==> src/hdl/sobel_edge_magnitude_3x3_core_macros.svh <==
// Assertion macros shared by the Sobel core modules.
// Each macro expects clk and rst_n in the scope where it is used.
`ifndef SOBEL_EDGE_MAGNITUDE_3X3_CORE_MACROS_SVH
`define SOBEL_EDGE_MAGNITUDE_3X3_CORE_MACROS_SVH

// same-cycle implication
`define SEM_ASSERT_IMPL(name, ante, cons, msg) \
  name: assert property (@(posedge clk) disable iff (!rst_n) (ante) |-> (cons)) \
    else $error(msg);

// next-cycle implication
`define SEM_ASSERT_NEXT(name, ante, cons, msg) \
  name: assert property (@(posedge clk) disable iff (!rst_n) (ante) |=> (cons)) \
    else $error(msg);

`endif

==> src/hdl/sem_pkg.sv <==
`timescale 1ns / 1ps

package sem_pkg;

  localparam int PIX_W      = 8;
  localparam int GRAD_W     = 11;
  localparam int MAG_W      = 11;
  localparam int IMG_W_W    = 12;
  localparam int IMG_H_W    = 16;
  localparam int CFG_DATA_W = 16;
  localparam int CFG_IDX_W  = 1;

  localparam logic [CFG_IDX_W-1:0] REG_IMAGE_WIDTH  = 1'd0;
  localparam logic [CFG_IDX_W-1:0] REG_IMAGE_HEIGHT = 1'd1;

  localparam logic [IMG_W_W-1:0] WIDTH_RESET  = 12'd640;
  localparam logic [IMG_H_W-1:0] HEIGHT_RESET = 16'd480;

  localparam int MAX_WIDTH_DEF  = 2048;
  localparam int FIFO_DEPTH_DEF = 32;

  // square of the gradient pair fits 21 bits, so 11 root digits
  localparam int SQ_W       = 21;
  localparam int SQRT_STEPS = 11;

  localparam int IN_TDATA_W  = 8;
  localparam int OUT_TDATA_W = 40;
  localparam int OUT_PAD     = OUT_TDATA_W - 2 * GRAD_W - MAG_W;

  typedef struct packed {
    logic [PIX_W-1:0] top;
    logic [PIX_W-1:0] mid;
    logic [PIX_W-1:0] bot;
  } column_t;

  typedef struct packed {
    logic valid;
    logic emit;
    logic last;
  } lb_status_t;

  typedef struct packed {
    logic                     last;
    logic signed [GRAD_W-1:0] gx;
    logic signed [GRAD_W-1:0] gy;
    logic [SQ_W-1:0]          v;
    logic [SQ_W-1:0]          root;
  } sq_item_t;

  typedef struct packed {
    logic                     last;
    logic signed [GRAD_W-1:0] gx;
    logic signed [GRAD_W-1:0] gy;
    logic [MAG_W-1:0]         magnitude;
  } out_item_t;

endpackage

==> src/hdl/sem_sqrt_cell.sv <==
`timescale 1ns / 1ps

module sem_sqrt_cell #(
  parameter int STEP = 0
) (
  input  logic              clk,
  input  logic              rst_n,
  input  logic              valid_i,
  input  sem_pkg::sq_item_t item_i,
  output logic              valid_o,
  output sem_pkg::sq_item_t item_o
);
  import sem_pkg::*;

  localparam logic [SQ_W-1:0] SET_BIT = SQ_W'(1) << (2 * (SQRT_STEPS - 1 - STEP));

  logic [SQ_W:0]   trial;
  logic [SQ_W-1:0] v_nxt, root_nxt;
  logic            valid_r;
  sq_item_t        item_r;

  // one restoring digit of the integer root
  always_comb begin
    trial = {1'b0, item_i.root} + {1'b0, SET_BIT};
    if ({1'b0, item_i.v} >= trial) begin
      v_nxt    = item_i.v - trial[SQ_W-1:0];
      root_nxt = (item_i.root >> 1) + SET_BIT;
    end else begin
      v_nxt    = item_i.v;
      root_nxt = item_i.root >> 1;
    end
  end

  always_ff @(posedge clk) begin
    if (!rst_n) begin
      valid_r <= 1'b0;
    end else begin
      valid_r <= valid_i;
    end
  end

  always_ff @(posedge clk) begin
    item_r.last <= item_i.last;
    item_r.gx   <= item_i.gx;
    item_r.gy   <= item_i.gy;
    item_r.v    <= v_nxt;
    item_r.root <= root_nxt;
  end

  assign valid_o = valid_r;
  assign item_o  = item_r;

endmodule

==> config.mk <==
export PLATFORM = sky130hd
export DESIGN_NAME = sem_sqrt_cell
export DESIGN_NICKNAME = d
export VERILOG_FILES = /design/src/hdl/sobel_edge_magnitude_3x3_core_macros.svh /design/src/hdl/sem_pkg.sv /design/src/hdl/sem_sqrt_cell.sv
export SDC_FILE = /design/constraint.sdc
export NUM_CORES = 1
export LEC_CHECK = 0
export ABC_CLOCK_PERIOD_IN_PS = 9200
export BUFFER_PORTS_ARGS = -buffer_cell sky130_fd_sc_hd__buf_2
export CAP_MARGIN = 0
export CELL_PAD_IN_SITES_DETAIL_PLACEMENT = 1
export CELL_PAD_IN_SITES_GLOBAL_PLACEMENT = 2
export CORE_MARGIN = 5
export CORE_UTILIZATION = 30
export CTS_BUF_LIST = sky130_fd_sc_hd__clkbuf_4
export DETAILED_ROUTE_END_ITERATION = 12
export GPL_TIMING_DRIVEN = 0
export PLACE_DENSITY = 0.87
export SLEW_MARGIN = 20
export SYNTH_ARGS = -nofsm -noshare
export SYNTH_HDL_FRONTEND = slang
export SYNTH_SLANG_ARGS = --single-unit
export TNS_END_PERCENT = 20
==> constraint.sdc <==
create_clock -name clk -period 9.2 [get_ports clk]
set_input_delay 2.76 -clock clk [delete_from_list [all_inputs] [get_ports clk]]
set_output_delay 2.76 -clock clk [all_outputs]
set_load 0.05 [all_outputs]
==> results.txt <==
* Outcome: finished clean
* Die Wd: 109 um
- For this run, design rule violations remaining after detail routing come to 0.
- After the last flow step, the layout net total stands at about 520.
- After detailed routing, the average wire length per cell comes to approximately 15 um.
- The synthesized netlist occupies a cell area of about 0.003 mm2.
- Yosys warns: 0
- Type of the worst min-delay path: primary input to flip-flop
- TritonCTS built the clock tree.
- Counting flops with a built-in enable in the synthesized netlist gives 0.
- Pwr dens: approximately 200 mW/mm2
- The pre-antenna-repair detailed-routing pass consisted of 4 iterations.
* Cell accounting for the most synthesized area: sky130_fd_sc_hd__dfxtp_1
- The startpoint identified for the worst hold timing path is item_i[43].
* Worst max-slew margin expressed relative to the limit: around 66%
* Cell count after synthesis: 280
- For this run, the register share of the synthesized area comes to a little under half.
- The worst setup path is launched from a primary input.
- Critical path data arrival time: around 5.2 ns
* Required time at the worst-slack endpoint: between 9 and 10 ns
- Area after detailed placement: between 0.003 and 0.004 mm2
- Wire length of the first global-routing pass: roughly 13,000 um
- Reg clk slew, reported paths: 0.11 ns
- Initial antenna violation count: 1
* Final number of hold-violating endpoints: 0
- Filler Cell Count: 1,175
- In this run, post-CTS hold repair placed 0 buffers.
- Category of the critical setup timing path: primary input to flip-flop
- The detailed router finished its first iteration with between 90 and 100 violations.
- Count of clock tree sinks: 66
- Along the worst hold path, the cell count comes to 1.
* Gp weighted congestion: between 0.7 and 0.8
* Average cell area after synthesis: around 10 um2
* Total routed wirelength: 8350 um
- Number of different library cells in the post-synthesis netlist: 56
* Setup repair after global routing missed its margin: no
* Vias per cell: ~4.7
- Layout cell share with drive strength beyond 1: about two fifths
- Number of flip-flops and latches in the synthesized netlist: 66
* Number of port buffers: 133
* I/O pins: between 100 and 150
- Post-cts gate resize count: 0
- The clock period could shrink to slightly below 5 ns.
* Leak: about 2 nW
* Pin count of the biggest net entering global routing: 13
- Most frequently used flop master after synthesis: sky130_fd_sc_hd__dfxtp_1
* Global-route total usage across every layer: ~14%
- The tool flagged a number of max-cap violations equal to 0.
- The number of global-route vias before repair is ~2,700.
- Once the floorplan was initialized, standard cells occupied between 30 and 40% of the core.
- Final TNS setup: 0 ns
* Max Slew Vio Count: 0
* Worst Tran Pin Value: ~0.52 ns
* Synthesized netlist net count: 371
- The detail route stage leaves a number of antenna-violating nets equal to 0.
- The final route contains 2,649 vias.
* FMAX: between 200 and 250 MHz
- Final-report setup violation count: 0
- After synthesis, the cell types taking the most area are sky130_fd_sc_hd__dfxtp_1 (45%), sky130_fd_sc_hd__ha_1 (9.4%), sky130_fd_sc_hd__mux2_4 (3.6%).
- IR analysis of the VDD net gives a maximum drop of around 0.071 mV.
- Final cell area excluding filler cells: approximately 0.0039 mm2
- Height of the die: between 100 and 150 um
- In this run the deepest clock path goes through 2 buffers.
- The worst path uses about 53% of the clock period.
- Buffer type at the clock tree root: sky130_fd_sc_hd__clkbuf_4
- Summing all multi-input logic gate instances after layout gives between 0.001 and 0.0015 mm2.
* Leading cell types in the layout, fill and taps excluded: sky130_fd_sc_hd__buf_2 (138), sky130_fd_sc_hd__dfxtp_1 (66), sky130_fd_sc_hd__inv_1 (23), sky130_fd_sc_hd__ha_1 (22), sky130_fd_sc_hd__nand2_1 (18)
* Leading cell type in the layout, fill and taps excluded: sky130_fd_sc_hd__buf_2
* Core Box Area: 0.00964 mm2
* Area growth from synthesis to layout: 35.0%
- Post-CTS Setup Repair Bufs: 0
* Die ar.: 0.0118 mm2
- After global routing the overflow that remains totals 0.
* Crit Path Max Fanout: 10
- STA classifies the critical path endpoint as a flip-flop.
- Hpwl dp: approximately 6800 um
- Synth top area share: between 40% and 50%
* Clock buffers created by TritonCTS: 9
* Source of the critical timing path: item_i[21]
* Deepest level of the CTS H-tree: 3
- Floorplan row count: 36
* Async set-or-reset flop fraction in the synthesized netlist: 0%
* Flip-flop and latch area: between 0.001 and 0.0015 mm2
stage by stage:
stage                     setup slack, ns  hold WS, ns  util [%]  cells  total power, mW
after floorplan                      4.27         2.79         -    280            0.493
after global placement               3.90         2.86      38.9    546            0.551
after detailed placement             3.84         2.86      38.9    546            0.556
after CTS                            4.30         2.40      40.8    562            0.808
after global routing                 4.19         2.39      40.8    563            0.837
final                                4.30         2.42      40.8    563            0.795
report_power, final:
part	internal (mW)	total, mW	switching [mW]
clock network	0.138	0.248	0.110
registers	0.309	0.314	0.00503
logic	0.0749	0.234	0.159
total	0.521	0.795	0.274
sequential cells by signal (all words and copies together) (netlist names):
register	cells
item_o	65
valid_o	1
cell families after synthesis:
logic type,after synthesis,synth area share (%)
AOI/OAI and AO/OA,76,18.8
adders and majority gates,23,10.1
muxes,13,5.93
and+or+nand+nor,56,10.5
DFF,66,45.3
xor gates and xnor gates,13,3.91
buffers and inverters,33,5.32
critical path: stages:
cell,delay (ns)
sky130_fd_sc_hd__buf_2,0.11
sky130_fd_sc_hd__inv_1,0.06
sky130_fd_sc_hd__ha_1,0.17
sky130_fd_sc_hd__inv_1,0.06
sky130_fd_sc_hd__fa_1,0.40
sky130_fd_sc_hd__a21o_1,0.21
sky130_fd_sc_hd__a221o_1,0.42
sky130_fd_sc_hd__nand4_2,0.16
sky130_fd_sc_hd__a21boi_4,0.09
sky130_fd_sc_hd__nor2_8,0.22
sky130_fd_sc_hd__inv_4,0.10
sky130_fd_sc_hd__buf_8,0.17
sky130_fd_sc_hd__mux2_4,0.29
synth_stat cells (2+ instances only):
cell                       instances
sky130_fd_sc_hd__nor3_1            7
sky130_fd_sc_hd__buf_2             5
sky130_fd_sc_hd__a21o_1           10
sky130_fd_sc_hd__xor2_1            3
sky130_fd_sc_hd__a221oi_1          2
sky130_fd_sc_hd__a31oi_1           5
sky130_fd_sc_hd__ha_1             22
sky130_fd_sc_hd__a21oi_1          15
sky130_fd_sc_hd__and2_1            2
sky130_fd_sc_hd__o31ai_1           5
sky130_fd_sc_hd__o21bai_1          2
sky130_fd_sc_hd__inv_1            23
sky130_fd_sc_hd__o21a_1            4
sky130_fd_sc_hd__a211oi_1          2
sky130_fd_sc_hd__and3_1            2
sky130_fd_sc_hd__nand4_1           4
sky130_fd_sc_hd__o21ai_0           9
sky130_fd_sc_hd__nor2_1            7
sky130_fd_sc_hd__and4_1            3
sky130_fd_sc_hd__nand3_1           6
sky130_fd_sc_hd__nand2_1          18
sky130_fd_sc_hd__mux2_2            6
sky130_fd_sc_hd__a21boi_0          3
sky130_fd_sc_hd__dfxtp_1          66
sky130_fd_sc_hd__xnor2_1          10
sky130_fd_sc_hd__a221o_1           2
sky130_fd_sc_hd__o41ai_1           2
sky130_fd_sc_hd__mux2_4            7
routing by layer:
metal	routed length (um)	global-route usage (%)
met1	3390	15.7
met2	3910	24.4
met3	873	4.18
met4	182	7.57
met5	0	0
path summary, 6_finish.rpt:
kind,end,slack (ns)
max,item_o[35],4.30
min,item_o[43],2.42
layout make-up:
cell class / instances / area share [%]
antenna: 1 / 0.0636
buffer: 9 / 1.59
clock buffer: 9 / 1.72
clock inverter: 7 / 2.96
inverter: 24 / 2.35
multi-input combinational: 181 / 36.6
sequential: 66 / 33.6
tap: 133 / 4.23
timing repair buffer: 133 / 16.9
Power figures use the tool's default switching activity.
