`src/hdl/sobel_edge_magnitude_3x3_core_macros.svh`:
```
// Assertion macros shared by the Sobel core modules.
// Each macro expects clk and rst_n in the scope where it is used.
`ifndef SOBEL_EDGE_MAGNITUDE_3X3_CORE_MACROS_SVH
`define SOBEL_EDGE_MAGNITUDE_3X3_CORE_MACROS_SVH

// same-cycle implication
`define SEM_ASSERT_IMPL(name, ante, cons, msg) \
  name: assert property (@(posedge clk) disable iff (!rst_n) (ante) |-> (cons)) \
    else $error(msg);

// next-cycle implication
`define SEM_ASSERT_NEXT(name, ante, cons, msg) \
  name: assert property (@(posedge clk) disable iff (!rst_n) (ante) |=> (cons)) \
    else $error(msg);

`endif

```
`src/hdl/sem_pkg.sv`:
```
`timescale 1ns / 1ps

package sem_pkg;

  localparam int PIX_W      = 8;
  localparam int GRAD_W     = 11;
  localparam int MAG_W      = 11;
  localparam int IMG_W_W    = 12;
  localparam int IMG_H_W    = 16;
  localparam int CFG_DATA_W = 16;
  localparam int CFG_IDX_W  = 1;

  localparam logic [CFG_IDX_W-1:0] REG_IMAGE_WIDTH  = 1'd0;
  localparam logic [CFG_IDX_W-1:0] REG_IMAGE_HEIGHT = 1'd1;

  localparam logic [IMG_W_W-1:0] WIDTH_RESET  = 12'd640;
  localparam logic [IMG_H_W-1:0] HEIGHT_RESET = 16'd480;

  localparam int MAX_WIDTH_DEF  = 2048;
  localparam int FIFO_DEPTH_DEF = 32;

  // square of the gradient pair fits 21 bits, so 11 root digits
  localparam int SQ_W       = 21;
  localparam int SQRT_STEPS = 11;

  localparam int IN_TDATA_W  = 8;
  localparam int OUT_TDATA_W = 40;
  localparam int OUT_PAD     = OUT_TDATA_W - 2 * GRAD_W - MAG_W;

  typedef struct packed {
    logic [PIX_W-1:0] top;
    logic [PIX_W-1:0] mid;
    logic [PIX_W-1:0] bot;
  } column_t;

  typedef struct packed {
    logic valid;
    logic emit;
    logic last;
  } lb_status_t;

  typedef struct packed {
    logic                     last;
    logic signed [GRAD_W-1:0] gx;
    logic signed [GRAD_W-1:0] gy;
    logic [SQ_W-1:0]          v;
    logic [SQ_W-1:0]          root;
  } sq_item_t;

  typedef struct packed {
    logic                     last;
    logic signed [GRAD_W-1:0] gx;
    logic signed [GRAD_W-1:0] gy;
    logic [MAG_W-1:0]         magnitude;
  } out_item_t;

endpackage

```
`src/hdl/sem_fifo.sv`:
```
`timescale 1ns / 1ps

module sem_fifo #(
  parameter int DEPTH = sem_pkg::FIFO_DEPTH_DEF
) (
  input  logic               clk,
  input  logic               rst_n,
  input  logic               wr_en,
  input  sem_pkg::out_item_t wr_data,
  input  logic               rd_en,
  output sem_pkg::out_item_t rd_data,
  output logic               not_empty
);
  import sem_pkg::*;

  localparam int AW = (DEPTH > 1) ? $clog2(DEPTH) : 1;
  localparam int CW = $clog2(DEPTH + 1);

  out_item_t      mem [DEPTH];
  logic [AW-1:0]  wr_ptr_r, rd_ptr_r;
  logic [CW-1:0]  count_r;

  function automatic logic [AW-1:0] wrap_inc(input logic [AW-1:0] p);
    wrap_inc = (p == AW'(DEPTH - 1)) ? '0 : p + AW'(1);
  endfunction

  always_ff @(posedge clk) begin
    if (wr_en) begin
      mem[wr_ptr_r] <= wr_data;
    end
  end

  always_ff @(posedge clk) begin
    if (!rst_n) begin
      wr_ptr_r <= '0;
      rd_ptr_r <= '0;
      count_r  <= '0;
    end else begin
      if (wr_en) begin
        wr_ptr_r <= wrap_inc(wr_ptr_r);
      end
      if (rd_en) begin
        rd_ptr_r <= wrap_inc(rd_ptr_r);
      end
      count_r <= count_r + CW'(wr_en) - CW'(rd_en);
    end
  end

  assign rd_data   = mem[rd_ptr_r];
  assign not_empty = (count_r != '0);

endmodule

```
`config.mk`:
```
export PLATFORM = sky130hd
export DESIGN_NAME = sem_fifo
export DESIGN_NICKNAME = d
export VERILOG_FILES = /design/src/hdl/sobel_edge_magnitude_3x3_core_macros.svh /design/src/hdl/sem_pkg.sv /design/src/hdl/sem_fifo.sv
export SDC_FILE = /design/constraint.sdc
export NUM_CORES = 1
export LEC_CHECK = 0
export BUFFER_PORTS_ARGS = -buffer_cell sky130_fd_sc_hd__buf_2
export CAP_MARGIN = 20
export CELL_PAD_IN_SITES_DETAIL_PLACEMENT = 0
export CELL_PAD_IN_SITES_GLOBAL_PLACEMENT = 1
export CORE_UTILIZATION = 55
export CTS_BUF_LIST = sky130_fd_sc_hd__clkbuf_4
export DETAILED_ROUTE_END_ITERATION = 8
export PLACE_DENSITY_LB_ADDON = 0.1
export SLEW_MARGIN = 15
export SYNTH_ARGS = -nofsm -noshare
export SYNTH_HDL_FRONTEND = slang
export SYNTH_SLANG_ARGS = --single-unit
```
`constraint.sdc`:
```
create_clock -name clk -period 4.6 [get_ports clk]
set_clock_uncertainty 0.15 [all_clocks]
set_input_delay 0.69 -clock clk [delete_from_list [all_inputs] [get_ports clk]]
set_output_delay 0.69 -clock clk [all_outputs]
set_load 0.1 [all_outputs]
```
==> flow_metrics.env, run 1 <==
export IMPL_outcome="finished, final reports clean"
export IMPL_cts_max_level=5
export IMPL_cts_max_path_buffers=4
export IMPL_cp_required_ns=3.76
export IMPL_die_area_um2=79300
export IMPL_yosysMostFrequentCell="edfxtp_1"
export IMPL_post_route_util_pct=63.77
export IMPL_synth_ff_type="edfxtp_1"
export IMPL_cp_max_fo=27
export IMPL_ant_nets=0
export IMPL_cp_end_kind="output pin"
export IMPL_port_buffers=72
export IMPL_drc=0
export IMPL_critPathLaunchType="register"
export IMPL_grt_pass1_vias=23590
export IMPL_syn_nets=2214
export IMPL_drive_gt1_share_pct=35.06
export IMPL_synth_seq_area_share_pct=76.96
export IMPL_whs_ns=0.3655
export IMPL_ys_types=46
export IMPL_hold_violations=0
export IMPL_maxCapViolCount=0
export IMPL_power_density_nw_per_um2=421.1
export IMPL_grt_max_degree=59
export IMPL_fill_cells=5517
export IMPL_grt_use_total_pct=27.73
export IMPL_p_switching_uw=4799
export IMPL_start_util_pct=55.51
export IMPL_clockPowerShare_pct=39.2
export IMPL_die_x_um=281.6
export IMPL_antenna_found_initial=3
export IMPL_p_leak_uw=0.01594
export IMPL_viasPerCell=6.087
export IMPL_cp_arrival_ns=3.62
export IMPL_grt_pass1_wl_um=154100
export IMPL_switching_share_pct=23.07
export IMPL_power_share_sequential_pct=53.8
export IMPL_clk_latency_ns=1.05
export IMPL_relSlewSlack_pct=31.05
export IMPL_dp_hpwl_um=56370
export IMPL_syn2layout_area_growth_pct=14.89
export IMPL_avgSynthCellArea_um2=19.91
export IMPL_path_class="register to output pin"
export IMPL_power_internal_uw=16000
export IMPL_core_area_um2=77470
export IMPL_p_comb_share_pct=7.0
export IMPL_synth_edf_count=1088
export IMPL_first_iter_violations=2083
export IMPL_setup_violations=0
export IMPL_tritoncts="built"
export IMPL_total_power_uw=20800
export IMPL_hp_class="primary input to register"
export IMPL_yosys_top_cells_area="edfxtp_1, mux4_2, mux2_2, mux4_1, a22o_1"
export IMPL_ioPinCount=73
export IMPL_nets=2597
export IMPL_synth_area_leader_cell="edfxtp_1"
export IMPL_clkTransAtPathRegs_ns=0.06
export IMPL_syn_inst=2160
export IMPL_synth_area_um2=43000
export IMPL_cts_buffers_inserted=298
export IMPL_firstDrtPassIters=6
export IMPL_vias=22930
export IMPL_finalWorstPathRequiredPeriod_ns=4.459
export IMPL_fin_crit_sh_pct=96.94
export IMPL_ys_warn_count=0
export IMPL_root_buffer="clkbuf_4"
export IMPL_tightest_slew_ns=1.034
export IMPL_wl_per_cell_um=28.69
export IMPL_rows=102
export IMPL_dieHeight_um=281.6
export IMPL_synth_seq_cells=1109
export IMPL_yosys_area_top_type_share_pct=75.98
export IMPL_cts_sinks=1109
export IMPL_grt_overflow=0
export IMPL_netlist_top_cells_count="edfxtp_1, mux2_2, mux4_2, clkbuf_1, nor3_1"
export IMPL_drv_slew=0
export IMPL_async_reset_ff_share_pct=0
export IMPL_peakVddDrop_uv=245.9
export IMPL_gp_congestion=0.7569
export IMPL_fmax_ghz=0.2243
export IMPL_routed_wl_um=108100
export IMPL_rsz0062_at_grt="true"
final cells by class:
cell class	count	area [um2]	area share (%)
diodes	3	7.507	0.01520
clock buffers	413	3100	6.276
clock inverters	68	390.4	0.7902
inverters	13	48.80	0.09878
multi-input cells	914	9473	19.18
flip-flops and latches	1109	33100	67.00
well taps	1040	1301	2.634
repair buffers	207	1979	4.007
timing repair:
action | in CTS | in global routing
hold buffers | 38 | 0
setup endpoints to repair | 34 | 28
endpoints found under the hold margin | 1107 | 0
buffers inserted | 10 | 3
cloned | 1 | 1
resized for setup | 20 | 20
cells by family after synthesis:
group                      Yosys count  share of synthesized area [%]
AOI/OAI and AO/OA                  289                          4.595
DFF                               1109                          76.96
and+or+nand+nor                    261                          3.393
xor gates and xnor gates             2                        0.04075
adders and majority gates           16                         0.4830
buffers and inverters              138                          1.673
muxes                              345                          12.86
power groups by stage:
stage,Sequential [uW],Clock (uW),Combinational (uW)
floorplan,11400,0,988
global placement,11400,0,1350
detailed placement,11400,0,1380
CTS,11200,8360,1440
global route,11200,8860,1540
finish,11200,8160,1450
metal layers:
metal  share of wire, %  global-route usage [%]  vias up
li1                   -                       -     9882
met1                 41                   37.82    11870
met2                 49                   44.97     1007
met3                7.1                   5.858      168
met4                2.3                   9.016        2
met5              0.012                       0        -
path summary, 6_finish.rpt:
kind                             startpoint           to  slack (ns)  depth (start not counted)
worst min-delay path                  rst_n   count_r[5]        0.37                          4
worst max register to register  wr_ptr_r[2]   mem[23][0]        1.61                          3
worst min register to register  wr_ptr_r[1]  wr_ptr_r[1]        0.38                          2
worst max-delay path               register   rd_data[4]        0.14                          5
stage by stage:
stage	cells	instance area, um2	TNS [ns]	worst slack, ns
finish	3767	49400	0	0.1408
global route	3765	49400	-0.03449	-0.01795
CTS	3760	49310	-0.3433	-0.06394
detailed placement	3230	45200	0	0.8445
global placement	3230	45200	0	0.8388
floorplan	2160	43000	0	0.4185
registers in the layout, indices dropped and copies added, names as in the netlist, named ones only:
| name | cells |
|---|---|
| mem | 1088 |
| wr_ptr_r | 5 |
| count_r | 6 |
| rd_ptr_r | 5 |
layout by cell type, fill, tap and decap left out, types with 30 or more instances in the layout:
master         instances
o22ai_1               68
dlygate4sd3_1         38
mux4_2               106
mux4_1                30
or4_1                 32
clkbuf_4             416
a22o_1                68
nor2b_1               68
mux2_2               205
buf_4                 73
clkinv_1              55
edfxtp_1            1088
o21ai_0               73
nor3_1                70
a211oi_1              68
buf_2                 55
critical path, cell delays in order (launching register included):
cell and delay, ns:
dfxtp_4 0.45, buf_16 0.26, mux4_1 0.61, a22o_1 0.24
or4_1 0.63, clkbuf_4 0.33
(Power assumes the default switching activity.)
==> run 2, diff against run 1 <==
==> constraint.sdc (replaced) <==
create_clock -name clk -period 4.7 [get_ports clk]
set_clock_uncertainty 0.15 [all_clocks]
set_input_delay 0.705 -clock clk [delete_from_list [all_inputs] [get_ports clk]]
set_output_delay 0.705 -clock clk [all_outputs]
set_load 0.1 [all_outputs]
==> run 2 against run 1 <==
Net effect:
- worst setup slack worse by 0.0062 ns
- global-route usage is 0.43 points higher
- die area did not move
- power decreased by 2.0%
- clock power shrank 2%
- via count up 0.73%
- critical path depth rose by 1
==> flow_metrics.env, run 2 (synthesized netlist as in run 1, its figures left out) <==
export IMPL_outcome="finished, final reports clean"
export IMPL_routed_wl_um=108900
export IMPL_cts_sinks=1109
export IMPL_cts_buffers_inserted=299
export IMPL_seqCellArea_um2=33100
export IMPL_tightest_slew_ns=0.9273
export IMPL_antenna_found_initial=3
export IMPL_port_buffers=72
export IMPL_cp_required_ns=3.85
export IMPL_layout_setup_ws_ns=0.1345
export IMPL_cts_max_level=5
export IMPL_relSlewSlack_pct=38.18
export IMPL_power_density_nw_per_um2=412.9
export IMPL_nets=2594
export IMPL_grt_overflow=0
export IMPL_rows=102
export IMPL_root_buffer="clkbuf_4"
export IMPL_hold_violations=0
export IMPL_cp_slowest_stage_delay_ns=0.69
export IMPL_maxCapViolCount=0
export IMPL_dieHeight_um=281.6
export IMPL_syn2layout_area_growth_pct=14.78
export IMPL_ioPinCount=73
export IMPL_critPathLaunchType="register"
export IMPL_drc=0
export IMPL_wl_per_cell_um=28.98
export IMPL_place_ws_ns=0.8507
export IMPL_top_regs="mem (1088), count_r (6)"
export IMPL_multiInputGateArea_um2=9470
export IMPL_setup_violations=0
export IMPL_reg2reg_setup_slack_ns=1.75
export IMPL_crit_chain="buf_6 -> mux2_2 -> o22ai_1 -> nor3_1 -> or4_1 -> buf_2"
export IMPL_firstDrtPassIters=5
export IMPL_grt_pass1_wl_um=156600
export IMPL_core_area_um2=77470
export IMPL_clk_latency_ns=1.09
export IMPL_largest_register="mem"
export IMPL_viasPerCell=6.146
export IMPL_grt_pass1_vias=23950
export IMPL_critical_path_slowest_cell="or4_1"
export IMPL_final_cell_mix="edfxtp_1, clkbuf_4, mux2_2"
export IMPL_cp_max_fo=29
export IMPL_p_leak_uw=0.01593
export IMPL_die_x_um=281.6
export IMPL_min_path_cells=4
export IMPL_finalWorstPathRequiredPeriod_ns=4.565
export IMPL_dp_hpwl_um=55840
export IMPL_rr_worst_depth=3
export IMPL_tritoncts="built"
export IMPL_fmax_ghz=0.2190
export IMPL_grt_use_total_pct=28.17
export IMPL_largest_reg_flops=1088
export IMPL_fin_crit_sh_pct=97.14
export IMPL_cp_end_kind="output pin"
export IMPL_total_power_uw=20380
export IMPL_cts_max_path_buffers=4
export IMPL_drv_slew=0
export IMPL_clkTransAtPathRegs_ns=0.07
export IMPL_die_area_um2=79300
export IMPL_crit_buf_inv=2
export IMPL_start_util_pct=55.51
export IMPL_gp_congestion=0.7686
export IMPL_drive_gt1_share_pct=35.55
export IMPL_vias=23100
export IMPL_cp_depth=6
export IMPL_first_iter_violations=2279
export IMPL_fill_cells=5541
export IMPL_cp_arrival_ns=3.71
export IMPL_ant_nets=0
export IMPL_peakVddDrop_uv=296.2
export IMPL_grt_max_degree=82
export IMPL_hp_class="primary input to register"
export IMPL_final_common_cell="edfxtp_1"
export IMPL_path_class="register to output pin"
export IMPL_rsz0062_at_grt="false"
export IMPL_critPathTopFamily="simple AND/OR/NAND/NOR gates"
[run 2: per-stage QoR]
stage	hold slack, ns	instance area [um2]	cells	utilization (%)	setup TNS (ns)
6_report	0.3404	49350	3758	63.71	0
5_1_grt	0.2810	49350	3758	63.71	0
3_3_place_gp	0.3601	45210	3230	58.36	0
2_1_floorplan	0.3370	43000	2160	-	0
3_5_place_dp	0.3754	45240	3231	58.40	0
4_1_cts	0.2156	49210	3750	63.53	-0.01018
[run 2: final cells by class]
| type | instances | share of cell area, % |
|---|---|---|
| Timing Repair Buffer | 203 | 3.897 |
| Antenna cell | 1 | 0.005070 |
| Clock inverter | 54 | 0.6541 |
| Tap cell | 1040 | 2.637 |
| Clock buffer | 424 | 6.450 |
| Multi-Input combinational cell | 914 | 19.19 |
| Sequential cell | 1109 | 67.07 |
| Inverter | 13 | 0.09887 |
[run 2: what timing repair did]
action / 4_1_cts / 5_1_grt
cloned: 1 / 2
setup endpoints to repair: 34 / 10
setup buffers: 2 / 5
resized for setup: 10 / 8
hold buffers: 38 / 0
hold endpoints to repair: 1108 / 0
[run 2: worst register-to-register path: stages, from the launching register on]
cell and delay, ns:
dfxtp_1 0.77, nand3_1 0.49, nor2_4 0.51, buf_4 0.61
[run 2: final timing paths]
path / start / end
setup / recovery: register / rd_data[3]
hold / removal: rst_n / count_r[5]
setup reg to reg: wr_ptr_r[2] / mem[15][12]
hold reg to reg: wr_ptr_r[1] / wr_ptr_r[1]
[run 2: power breakdown]
group / leakage [uW] / switching [uW] / total, uW / internal, uW
clock network: 0.00213 / 3690 / 8020 / 4330
registers: 0.00998 / 29.6 / 11000 / 10900
logic: 0.00383 / 972 / 1410 / 433
total: 0.0159 / 4690 / 20400 / 15700
[run 2: layer usage]
| layer | vias up | routed length (um) | global-route usage, % |
|---|---|---|---|
| li1 | 9866 | - | - |
| met1 | 12010 | 44450 | 38.72 |
| met2 | 1036 | 53540 | 45.29 |
| met3 | 185 | 8201 | 5.759 |
| met4 | 2 | 2698 | 9.629 |
| met5 | - | 13 | 0 |
