==> src/hdl/sobel_edge_magnitude_3x3_core_macros.svh <==
// Assertion macros shared by the Sobel core modules.
// Each macro expects clk and rst_n in the scope where it is used.
`ifndef SOBEL_EDGE_MAGNITUDE_3X3_CORE_MACROS_SVH
`define SOBEL_EDGE_MAGNITUDE_3X3_CORE_MACROS_SVH

// same-cycle implication
`define SEM_ASSERT_IMPL(name, ante, cons, msg) \
  name: assert property (@(posedge clk) disable iff (!rst_n) (ante) |-> (cons)) \
    else $error(msg);

// next-cycle implication
`define SEM_ASSERT_NEXT(name, ante, cons, msg) \
  name: assert property (@(posedge clk) disable iff (!rst_n) (ante) |=> (cons)) \
    else $error(msg);

`endif

==> src/hdl/sem_pkg.sv <==
`timescale 1ns / 1ps

package sem_pkg;

  localparam int PIX_W      = 8;
  localparam int GRAD_W     = 11;
  localparam int MAG_W      = 11;
  localparam int IMG_W_W    = 12;
  localparam int IMG_H_W    = 16;
  localparam int CFG_DATA_W = 16;
  localparam int CFG_IDX_W  = 1;

  localparam logic [CFG_IDX_W-1:0] REG_IMAGE_WIDTH  = 1'd0;
  localparam logic [CFG_IDX_W-1:0] REG_IMAGE_HEIGHT = 1'd1;

  localparam logic [IMG_W_W-1:0] WIDTH_RESET  = 12'd640;
  localparam logic [IMG_H_W-1:0] HEIGHT_RESET = 16'd480;

  localparam int MAX_WIDTH_DEF  = 2048;
  localparam int FIFO_DEPTH_DEF = 32;

  // square of the gradient pair fits 21 bits, so 11 root digits
  localparam int SQ_W       = 21;
  localparam int SQRT_STEPS = 11;

  localparam int IN_TDATA_W  = 8;
  localparam int OUT_TDATA_W = 40;
  localparam int OUT_PAD     = OUT_TDATA_W - 2 * GRAD_W - MAG_W;

  typedef struct packed {
    logic [PIX_W-1:0] top;
    logic [PIX_W-1:0] mid;
    logic [PIX_W-1:0] bot;
  } column_t;

  typedef struct packed {
    logic valid;
    logic emit;
    logic last;
  } lb_status_t;

  typedef struct packed {
    logic                     last;
    logic signed [GRAD_W-1:0] gx;
    logic signed [GRAD_W-1:0] gy;
    logic [SQ_W-1:0]          v;
    logic [SQ_W-1:0]          root;
  } sq_item_t;

  typedef struct packed {
    logic                     last;
    logic signed [GRAD_W-1:0] gx;
    logic signed [GRAD_W-1:0] gy;
    logic [MAG_W-1:0]         magnitude;
  } out_item_t;

endpackage

==> src/hdl/sem_window.sv <==
`timescale 1ns / 1ps

module sem_window (
  input  logic                clk,
  input  logic                rst_n,
  input  sem_pkg::column_t    col_i,
  input  sem_pkg::lb_status_t st_i,
  output logic                valid_o,
  output sem_pkg::sq_item_t   item_o
);
  import sem_pkg::*;

  localparam int SUM_W = PIX_W + 2;

  // three column cells, left to right
  column_t left_r, cen_r, rgt_r;
  logic    vw_r, lw_r;

  logic signed [GRAD_W-1:0] gx_c, gy_c, gx_r, gy_r;
  logic                     vg_r, lg_r;

  logic signed [2*GRAD_W-1:0] sqx_c, sqy_c;
  logic [SQ_W-2:0]            sqx_r, sqy_r;
  logic signed [GRAD_W-1:0]   gx_s_r, gy_s_r;
  logic                       vs_r, ls_r;

  logic                     vv_r, lv_r;
  logic signed [GRAD_W-1:0] gx_v_r, gy_v_r;
  logic [SQ_W-1:0]          sum_r;

  logic [SUM_W-1:0] sum_l, sum_r_col, sum_t, sum_b;

  function automatic logic [SUM_W-1:0] wsum(input logic [PIX_W-1:0] a,
                                            input logic [PIX_W-1:0] b,
                                            input logic [PIX_W-1:0] c);
    wsum = {2'b00, a} + {1'b0, b, 1'b0} + {2'b00, c};
  endfunction

  always_ff @(posedge clk) begin
    if (st_i.valid) begin
      left_r <= cen_r;
      cen_r  <= rgt_r;
      rgt_r  <= col_i;
    end
    lw_r <= st_i.last;
  end

  always_comb begin
    sum_l     = wsum(left_r.top, left_r.mid, left_r.bot);
    sum_r_col = wsum(rgt_r.top, rgt_r.mid, rgt_r.bot);
    sum_t     = wsum(left_r.top, cen_r.top, rgt_r.top);
    sum_b     = wsum(left_r.bot, cen_r.bot, rgt_r.bot);
    gx_c      = $signed({1'b0, sum_r_col}) - $signed({1'b0, sum_l});
    gy_c      = $signed({1'b0, sum_b}) - $signed({1'b0, sum_t});
    sqx_c     = gx_r * gx_r;
    sqy_c     = gy_r * gy_r;
  end

  always_ff @(posedge clk) begin
    gx_r   <= gx_c;
    gy_r   <= gy_c;
    lg_r   <= lw_r;
    sqx_r  <= sqx_c[SQ_W-2:0];
    sqy_r  <= sqy_c[SQ_W-2:0];
    gx_s_r <= gx_r;
    gy_s_r <= gy_r;
    ls_r   <= lg_r;
    sum_r  <= {1'b0, sqx_r} + {1'b0, sqy_r};
    gx_v_r <= gx_s_r;
    gy_v_r <= gy_s_r;
    lv_r   <= ls_r;
  end

  // border positions drop out here
  always_ff @(posedge clk) begin
    if (!rst_n) begin
      vw_r <= 1'b0;
      vg_r <= 1'b0;
      vs_r <= 1'b0;
      vv_r <= 1'b0;
    end else begin
      vw_r <= st_i.valid && st_i.emit;
      vg_r <= vw_r;
      vs_r <= vg_r;
      vv_r <= vs_r;
    end
  end

  assign valid_o     = vv_r;
  assign item_o.last = lv_r;
  assign item_o.gx   = gx_v_r;
  assign item_o.gy   = gy_v_r;
  assign item_o.v    = sum_r;
  assign item_o.root = '0;

endmodule

==> config.mk <==
export PLATFORM = sky130hd
export DESIGN_NAME = sem_window
export DESIGN_NICKNAME = d
export VERILOG_FILES = /design/src/hdl/sobel_edge_magnitude_3x3_core_macros.svh /design/src/hdl/sem_pkg.sv /design/src/hdl/sem_window.sv
export SDC_FILE = /design/constraint.sdc
export NUM_CORES = 1
export LEC_CHECK = 0
export BUFFER_PORTS_ARGS = -buffer_cell sky130_fd_sc_hd__buf_4
export CAP_MARGIN = 20
export CORE_UTILIZATION = 40
export DETAILED_ROUTE_END_ITERATION = 7
export GPL_TIMING_DRIVEN = 0
export PLACE_DENSITY = 0.56
export SYNTH_ARGS = -nofsm -noshare
export SYNTH_HDL_FRONTEND = slang
export SYNTH_SLANG_ARGS = --single-unit
==> constraint.sdc <==
create_clock -name clk -period 5.9 [get_ports clk]
set_clock_uncertainty 0.1 [all_clocks]
set_input_delay 0.295 -clock clk [delete_from_list [all_inputs] [get_ports clk]]
set_output_delay 0.295 -clock clk [all_outputs]
set_load 0.01 [all_outputs]
==> results of run 1 <==
[layout make-up]
class | count | share of cell area [%]
multi-input combinational | 816 | 52.1
sequential | 203 | 26.7
inverter | 337 | 7.05
buffer | 36 | 1.30
clock inverter | 16 | 1.16
timing repair buffer | 102 | 4.66
clock buffer | 27 | 3.46
tap | 511 | 3.56
[critical path, stage by stage (launching register included)]
cell and delay [ns]:
dfxtp_1 0.41, clkbuf_4 0.25, inv_1 0.12, nor2_2 0.15, inv_1 0.08, fa_1 0.49, fa_1 0.50, fa_1 0.51
inv_1 0.05, fa_1 0.47, inv_1 0.05, fa_1 0.47, inv_1 0.04, ha_1 0.37, a2111oi_2 0.32, nor3_1 0.10
a21oi_1 0.22, a21oi_1 0.16, a211oi_2 0.29, a21oi_1 0.11, xnor2_1 0.14
[final timing paths]
path         startpoint         to  slack, ns  cells past startpoint
min           gy_s_r[7]  gy_v_r[7]       0.22                      0
min reg2reg   gy_s_r[7]  gy_v_r[7]       0.22                      0
max reg2reg     gx_r[6]  sqx_r[19]       0.34                     20
max             gx_r[6]  sqx_r[19]       0.34                     20
[stage by stage]
stage	area (sq um)	utilization, %
global placement	16800	44.3
CTS	17900	47.2
detailed placement	16800	44.3
global route	17900	47.3
floorplan	15600	-
finish	17900	47.3
[cell families after synthesis]
group,count (synthesis)
other,1
XOR/XNOR,85
buffers and inverters,377
flip-flops,203
AND/OR/NAND/NOR,210
adder cells (fa/ha/maj),377
multiplexers,4
AO/OA/AOI/OAI,119
[registers in the layout, indices dropped and copies added (netlist names), 11 cells and up]
signal,cells
gy_v_r,11
sqx_r,18
rgt_r,24
cen_r,24
sqy_r,18
left_r,24
gx_s_r,11
gy_s_r,11
gy_r,11
gx_r,11
sum_r,21
gx_v_r,11
[layout by cell type, fill, tap and decap left out, types with 24 or more instances in the layout]
cell,netlist,final
inv_1,337,337
fa_1,250,250
ha_1,127,127
dfxtp_1,131,121
buf_4,22,96
edfxtp_1,72,72
xnor2_1,63,63
nand2_1,59,59
and2_1,50,50
a21oi_1,44,43
nor2_1,42,41
dlygate4sd3_1,0,28
nor2b_1,24,24
clkbuf_16,0,24
[routing by layer]
| layer | up-vias | routed length [um] | GRT usage, % |
|---|---|---|---|
| met1 | 4600 | 12400 | 20.1 |
| li1 | 4449 | - | - |
| met2 | 159 | 14000 | 27.1 |
| met5 | - | 0 | 0 |
| met3 | 37 | 1220 | 2.70 |
| met4 | 0 | 575 | 3.42 |
[repair_timing]
action,4_1_cts,5_1_grt
setup endpoints to repair,2,7
hold buffers,28,0
gates resized for setup,2,25
setup buffers,0,1
hold endpoints to repair,29,0
pin swaps,0,2
gates cloned,0,0
==> summary.md, run 1 <==
| Metric | Value |
|---|---|
| Max-cap check violation count | `0` |
| Count of flip-flops with a built-in enable after synthesis | `72` |
| Number of violations reported at the end of detailed-routing iteration 0 | `322` |
| Fraction of synthesized area in multiplexers | `0.258%` |
| Buffers on Ports | `73` |
| Min-delay worst type | `flop to flop` |
| Data arrival at the endpoint of the critical path | `5.86 ns` |
| Commonest cells in the netlist | `inv_1, fa_1, dfxtp_1, ha_1, edfxtp_1` |
| Via count | `between 9,000 and 10,000` |
| Final hold slack | `0.225 ns` |
| WL per Instance | `approximately 14 um` |
| Mean Syn Cell Area | `around 11 sq um` |
| Number of buffers inserted during clock tree synthesis | `24` |
| Final Instance Count excl. Fillers | `2,048` |
| Synthesized netlist cell count | `1,376` |
| Count of endpoints failing hold in the final timing report | `0` |
| Startpoint type of the worst setup path | `flop` |
| Via count of the first global-routing pass | `10,100` |
| DR vias/cell | `4.51` |
| Worst Setup Slack post-DPL | `-0.0301 ns` |
| NumNets Final | `1,926` |
| Max Fanout on Critical Path | `9` |
| Share of async-settable or async-resettable flops after synthesis | `0%` |
| Residual antenna-violating net count after detailed routing | `0` |
| First-pass GRT wire length | `48.3 mm` |
| Syn. warnings | `0` |
| Number of antenna violations at the first check in global routing | `0` |
| Core region area | `37,900 sq um` |
| Upper clock frequency limit | `roughly 180 MHz` |
| Starting utilization of the core area | `41.0%` |
| RePlAce Congestion | `0.842` |
| Data required, critical path | `6.21 ns` |
| Width of the die | `199 um` |
| Maximum number of pins on one net before global-route repair | `between 70 and 80` |
| Top cells by area, synth | `fa_1, dfxtp_1, edfxtp_1, ha_1, inv_1` |
| Distinct cell type count of the synthesized netlist | `51` |
| Boundary Pins | `95` |
| Clock tree buffer depth | `3` |
| Post-placement cell count | `1,980` |
| Clock Latency Late Sink | `~0.54 ns` |
| Setup repair after global routing missed its margin | `false` |
| Most area-hungry cell type in the Yosys netlist | `fa_1` |
| Pin slew with the least headroom to its limit | `0.912 ns` |
| H-tree levels | `1` |
| Final-report setup violation count | `0` |
| Cell with the most instances after synthesis | `inv_1` |
| FP Rows | `71` |
| CTS root buffer | `clkbuf_16` |
| Post-layout min period | `roughly 5.6 ns` |
| # DRC | `0` |
| Fraction of layout cells with a size suffix above 1 | `11.3%` |
| Compound-cell area share of the yosys netlist | `approximately 5%` |
| Count of filler cells inserted in the layout | `3,479` |
| Final-layout setup total negative slack | `0 ns` |
| Outcome | `completed` |
| Setup Crit Path Kind | `flop to flop` |
| Clock sink total | `203` |
| Crit share post-route | `94.2%` |
| Post-Synth Simple-Gate Area | `6.80%` |
| XOR/XNOR Fraction of Synth Area | `4.94%` |
| Post-synth top flop | `dfxtp_1` |
| Largest family of logic cells by synthesized area | `adder cells` |
| Crit. End Element | `flop` |
| Worst path setup slack after routing | `0.344 ns` |
| GR Util All Layers | `15.5%` |
| Detailed Routing Iterations Pass 1 | `5` |
| Die Area | `slightly below 40,000 sq um` |
| Max Transition Viols Final | `0` |
| Synthesis-stage register bit count | `between 200 and 250` |
| Final routed wirelength across all metal layers | `28.2 mm` |
| CTS tree | `done` |
| Fraction of the yosys area taken by sequential cells | `30.8%` |
| Clock Pin Slew Worst Setup and Hold Paths | `0.06 ns` |
| Synth top area share | `32.2%` |
| Footprint of the multi-input gates | `slightly above 9000 sq um` |
| Sequential standard cell area | `approximately 4800 sq um` |
| Area growth from synthesis to layout | `15.5%` |
| Post-synthesis cell area | `15,500 sq um` |
| Count of inserted antenna diode cells | `0` |
| Worst slew margin relative to its limit | `between 30% and 40%` |
| Post-DP HPWL | `22.7 mm` |
| Adder and majority cell fraction of the synthesized area | `42.4%` |
| Grt total ovfl | `0` |
| Die Y-Extent | `199 um` |
Power of run 1 is not shown: default switching activity piles up to over one toggle a cycle in this logic, so the estimate is an artifact.
==> inputs of run 2 (changes only) <==
Clock period 5.9 ns to 5.7 ns, I/O delays scaled along.
==> summary.md, run 2 (same netlist as run 1, synthesis figures left out) <==
| Metric | Value |
|---|---|
| Maximum number of pins on one net before global-route repair | `74 (unchanged)` |
| Width of the die | `199 um (unchanged)` |
| H-tree levels | `1 (unchanged)` |
| Clock sink total | `203 (unchanged)` |
| Crit. End Element | `flop` |
| Max-cap check violation count | `0 (unchanged)` |
| Number of violations reported at the end of detailed-routing iteration 0 | `296 (-8.1%)` |
| Clock Latency Late Sink | `0.54 ns (about the same)` |
| DR vias/cell | `4.52 (about the same)` |
| Min-delay worst type | `flop to flop` |
| Source of the worst register-to-register timing path | `gy_r[6]` |
| Outcome | `completed` |
| Boundary Pins | `95 (unchanged)` |
| Reg2Reg Depth | `19 (-5.0%)` |
| Critical Path, Cell by Cell | `inv_1 > nor2_1 > inv_1 > fa_1 > fa_1 > inv_1 > fa_1 > fa_1 > inv_1 > fa_1 > inv_1 > ha_1 > and3_1 > nand3_1 > o21ai_0 > a41oi_1 > a211o_2 > mux2i_1 > a2111oi_2` |
| Startpoint type of the worst setup path | `flop` |
| Die Y-Extent | `199 um (unchanged)` |
| Worst slew margin relative to its limit | `39.1% (-0.15 points)` |
| CTS tree | `done` |
| Area growth from synthesis to layout | `15.8%` |
| Worst reg2reg endpoint | `sqy_r[19]` |
| Core region area | `37,900 sq um (unchanged)` |
| Max Transition Viols Final | `0 (unchanged)` |
| # DRC | `0 (unchanged)` |
| Highest-count cells in the layout ignoring fill and taps | `inv_1, fa_1, ha_1, dfxtp_1, buf_4` |
| Critical hold path startpoint | `gy_s_r[7]` |
| Worst setup slack for register-to-register paths | `0.24 ns (-0.10 ns)` |
| Count of inserted antenna diode cells | `0 (unchanged)` |
| Setup repair after global routing missed its margin | `false` |
| Via count of the first global-routing pass | `10,000 (-0.15%)` |
| Max Fanout on Critical Path | `10 (+1)` |
| Residual antenna-violating net count after detailed routing | `0 (unchanged)` |
| Clock Pin Slew Worst Setup and Hold Paths | `0.06 ns (about the same)` |
| Fraction of layout cells with a size suffix above 1 | `12.0% (+0.65 points)` |
| Cell with the largest stage delay on the worst path | `fa_1` |
| Setup Crit Path Kind | `flop to flop` |
| End of the worst hold path | `gy_v_r[7]` |
| Final routed wirelength across all metal layers | `28.3 mm (+0.29%)` |
| Count of endpoints failing hold in the final timing report | `0 (unchanged)` |
| Cell depth of the worst hold path | `0 (unchanged)` |
| CTS root buffer | `clkbuf_16` |
| FP Rows | `71 (unchanged)` |
| Via count | `9,249 (+0.043%)` |
| RePlAce Congestion | `0.842 (unchanged)` |
| Crit share post-route | `95.7% (+1.6 points)` |
| Buffers on Ports | `73 (unchanged)` |
| Upper clock frequency limit | `183 MHz (+1.8%)` |
| Delay contributed by the slowest stage of the critical path | `0.51 ns (about the same)` |
| Post-layout min period | `5.46 ns (-0.0997 ns)` |
| Pin slew with the least headroom to its limit | `0.914 ns (+0.00232 ns)` |
| Number of antenna violations at the first check in global routing | `0 (unchanged)` |
| Die Area | `39,600 sq um (unchanged)` |
| Data arrival at the endpoint of the critical path | `5.76 ns (-0.10 ns)` |
| Detailed Routing Iterations Pass 1 | `4 (-1)` |
| Clock tree buffer depth | `3 (unchanged)` |
| Cell class contributing the biggest share of worst-path delay | `adder cells` |
| Number of buffers inserted during clock tree synthesis | `24 (unchanged)` |
| First-pass GRT wire length | `48.2 mm (-0.12%)` |
| Data required, critical path | `6.00 ns (-0.21 ns)` |
| Starting utilization of the core area | `41.0% (unchanged)` |
| Buffers and inverters on the worst path | `5 (-1)` |
| Final-report setup violation count | `0 (unchanged)` |
| Top flop regs | `cen_r: 24 flops, left_r: 24 flops, rgt_r: 24 flops` |
| GR Util All Layers | `15.5% (-0.022 points)` |
| NumNets Final | `1,926 (unchanged)` |
| Final-layout setup total negative slack | `0 ns (unchanged)` |
| Grt total ovfl | `0 (unchanged)` |
| WL per Instance | `13.8 um (+0.29%)` |
| Post-DP HPWL | `22.7 mm (unchanged)` |
| Most common library cell in the layout ignoring fill and taps | `inv_1` |
run 2: cell count changes in the layout (fill, tap and decap cells not counted), moves of 2 or more:
cell      previous run  this run
dfxtp_2             10         8
a21oi_1             43        41
a21oi_2              3         5
nor2_2               1         3
nor2_1              41        39
clkbuf_1            10         7
dfxtp_4              0         3
run 2: final cells by class:
| cell class | count | area [sq um] |
|---|---|---|
| Buffer | 36 | 246 |
| Inverter | 337 | 1260 |
| Multi-Input combinational cell | 816 | 9370 |
| Clock buffer | 27 | 622 |
| Clock inverter | 16 | 209 |
| Sequential cell | 203 | 4810 |
| Timing Repair Buffer | 102 | 836 |
| Fill cell | 3471 | 19900 |
| Tap cell | 511 | 639 |
run 2: timing repair:
action	in CTS	in global routing
pin swaps	0	2
setup endpoints to repair	6	7
buffers inserted	0	1
hold endpoints to repair	29	0
hold buffers	28	0
resized for setup	11	34
run 2: stage by stage:
stage / setup slack [ns] / hold WS, ns / util, % / std cells / instance area (sq um)
floorplan: 0.496 / 0.210 / - / 1396 / 15600
finish: 0.244 / 0.225 / 47.4 / 2048 / 18000
global route: 0.00174 / 0.230 / 47.4 / 2048 / 18000
global placement: -0.171 / 0.211 / 44.3 / 1980 / 16800
detailed placement: -0.230 / 0.214 / 44.3 / 1980 / 16800
CTS: 0.00333 / 0.228 / 47.2 / 2047 / 17900
run 2: worst reg2reg max path, cell delays in order, from the launching register on:
cell       delay [ns]
dfxtp_2          0.48
inv_1            0.21
nor2_1           0.23
inv_1            0.09
fa_1             0.51
fa_1             0.43
inv_1            0.09
fa_1             0.44
fa_1             0.50
inv_1            0.05
fa_1             0.47
inv_1            0.04
ha_1             0.35
and3_1           0.22
nand3_1          0.09
o21ai_0          0.08
a41oi_1          0.08
a211o_2          0.35
mux2i_1          0.14
a2111oi_2        0.39
run 2: worst max path at each step:
stage | from | end | slack, ns | cells after the start
after floorplan | gx_r[4] | sqx_r[19] | 0.50 | 20
after global placement | gy_r[10] | sqy_r[19] | -0.17 | 18
after detailed placement | gx_r[4] | sqx_r[19] | -0.23 | 20
after CTS | gx_r[6] | sqx_r[19] | 0.003 | 20
after global routing | gx_r[3] | sqx_r[19] | 0.002 | 20
final | gy_r[6] | sqy_r[19] | 0.24 | 19
run 2: metal layers:
layer / part of all wire (%) / vias up / global-route usage (%)
li1: - / 4448 / -
met1: 44 / 4606 / 20.1
met2: 50 / 158 / 27.1
met3: 4.4 / 37 / 2.60
met4: 2.0 / 0 / 3.42
met5: 0 / - / 0
Power of run 2 is left out for the same reason.
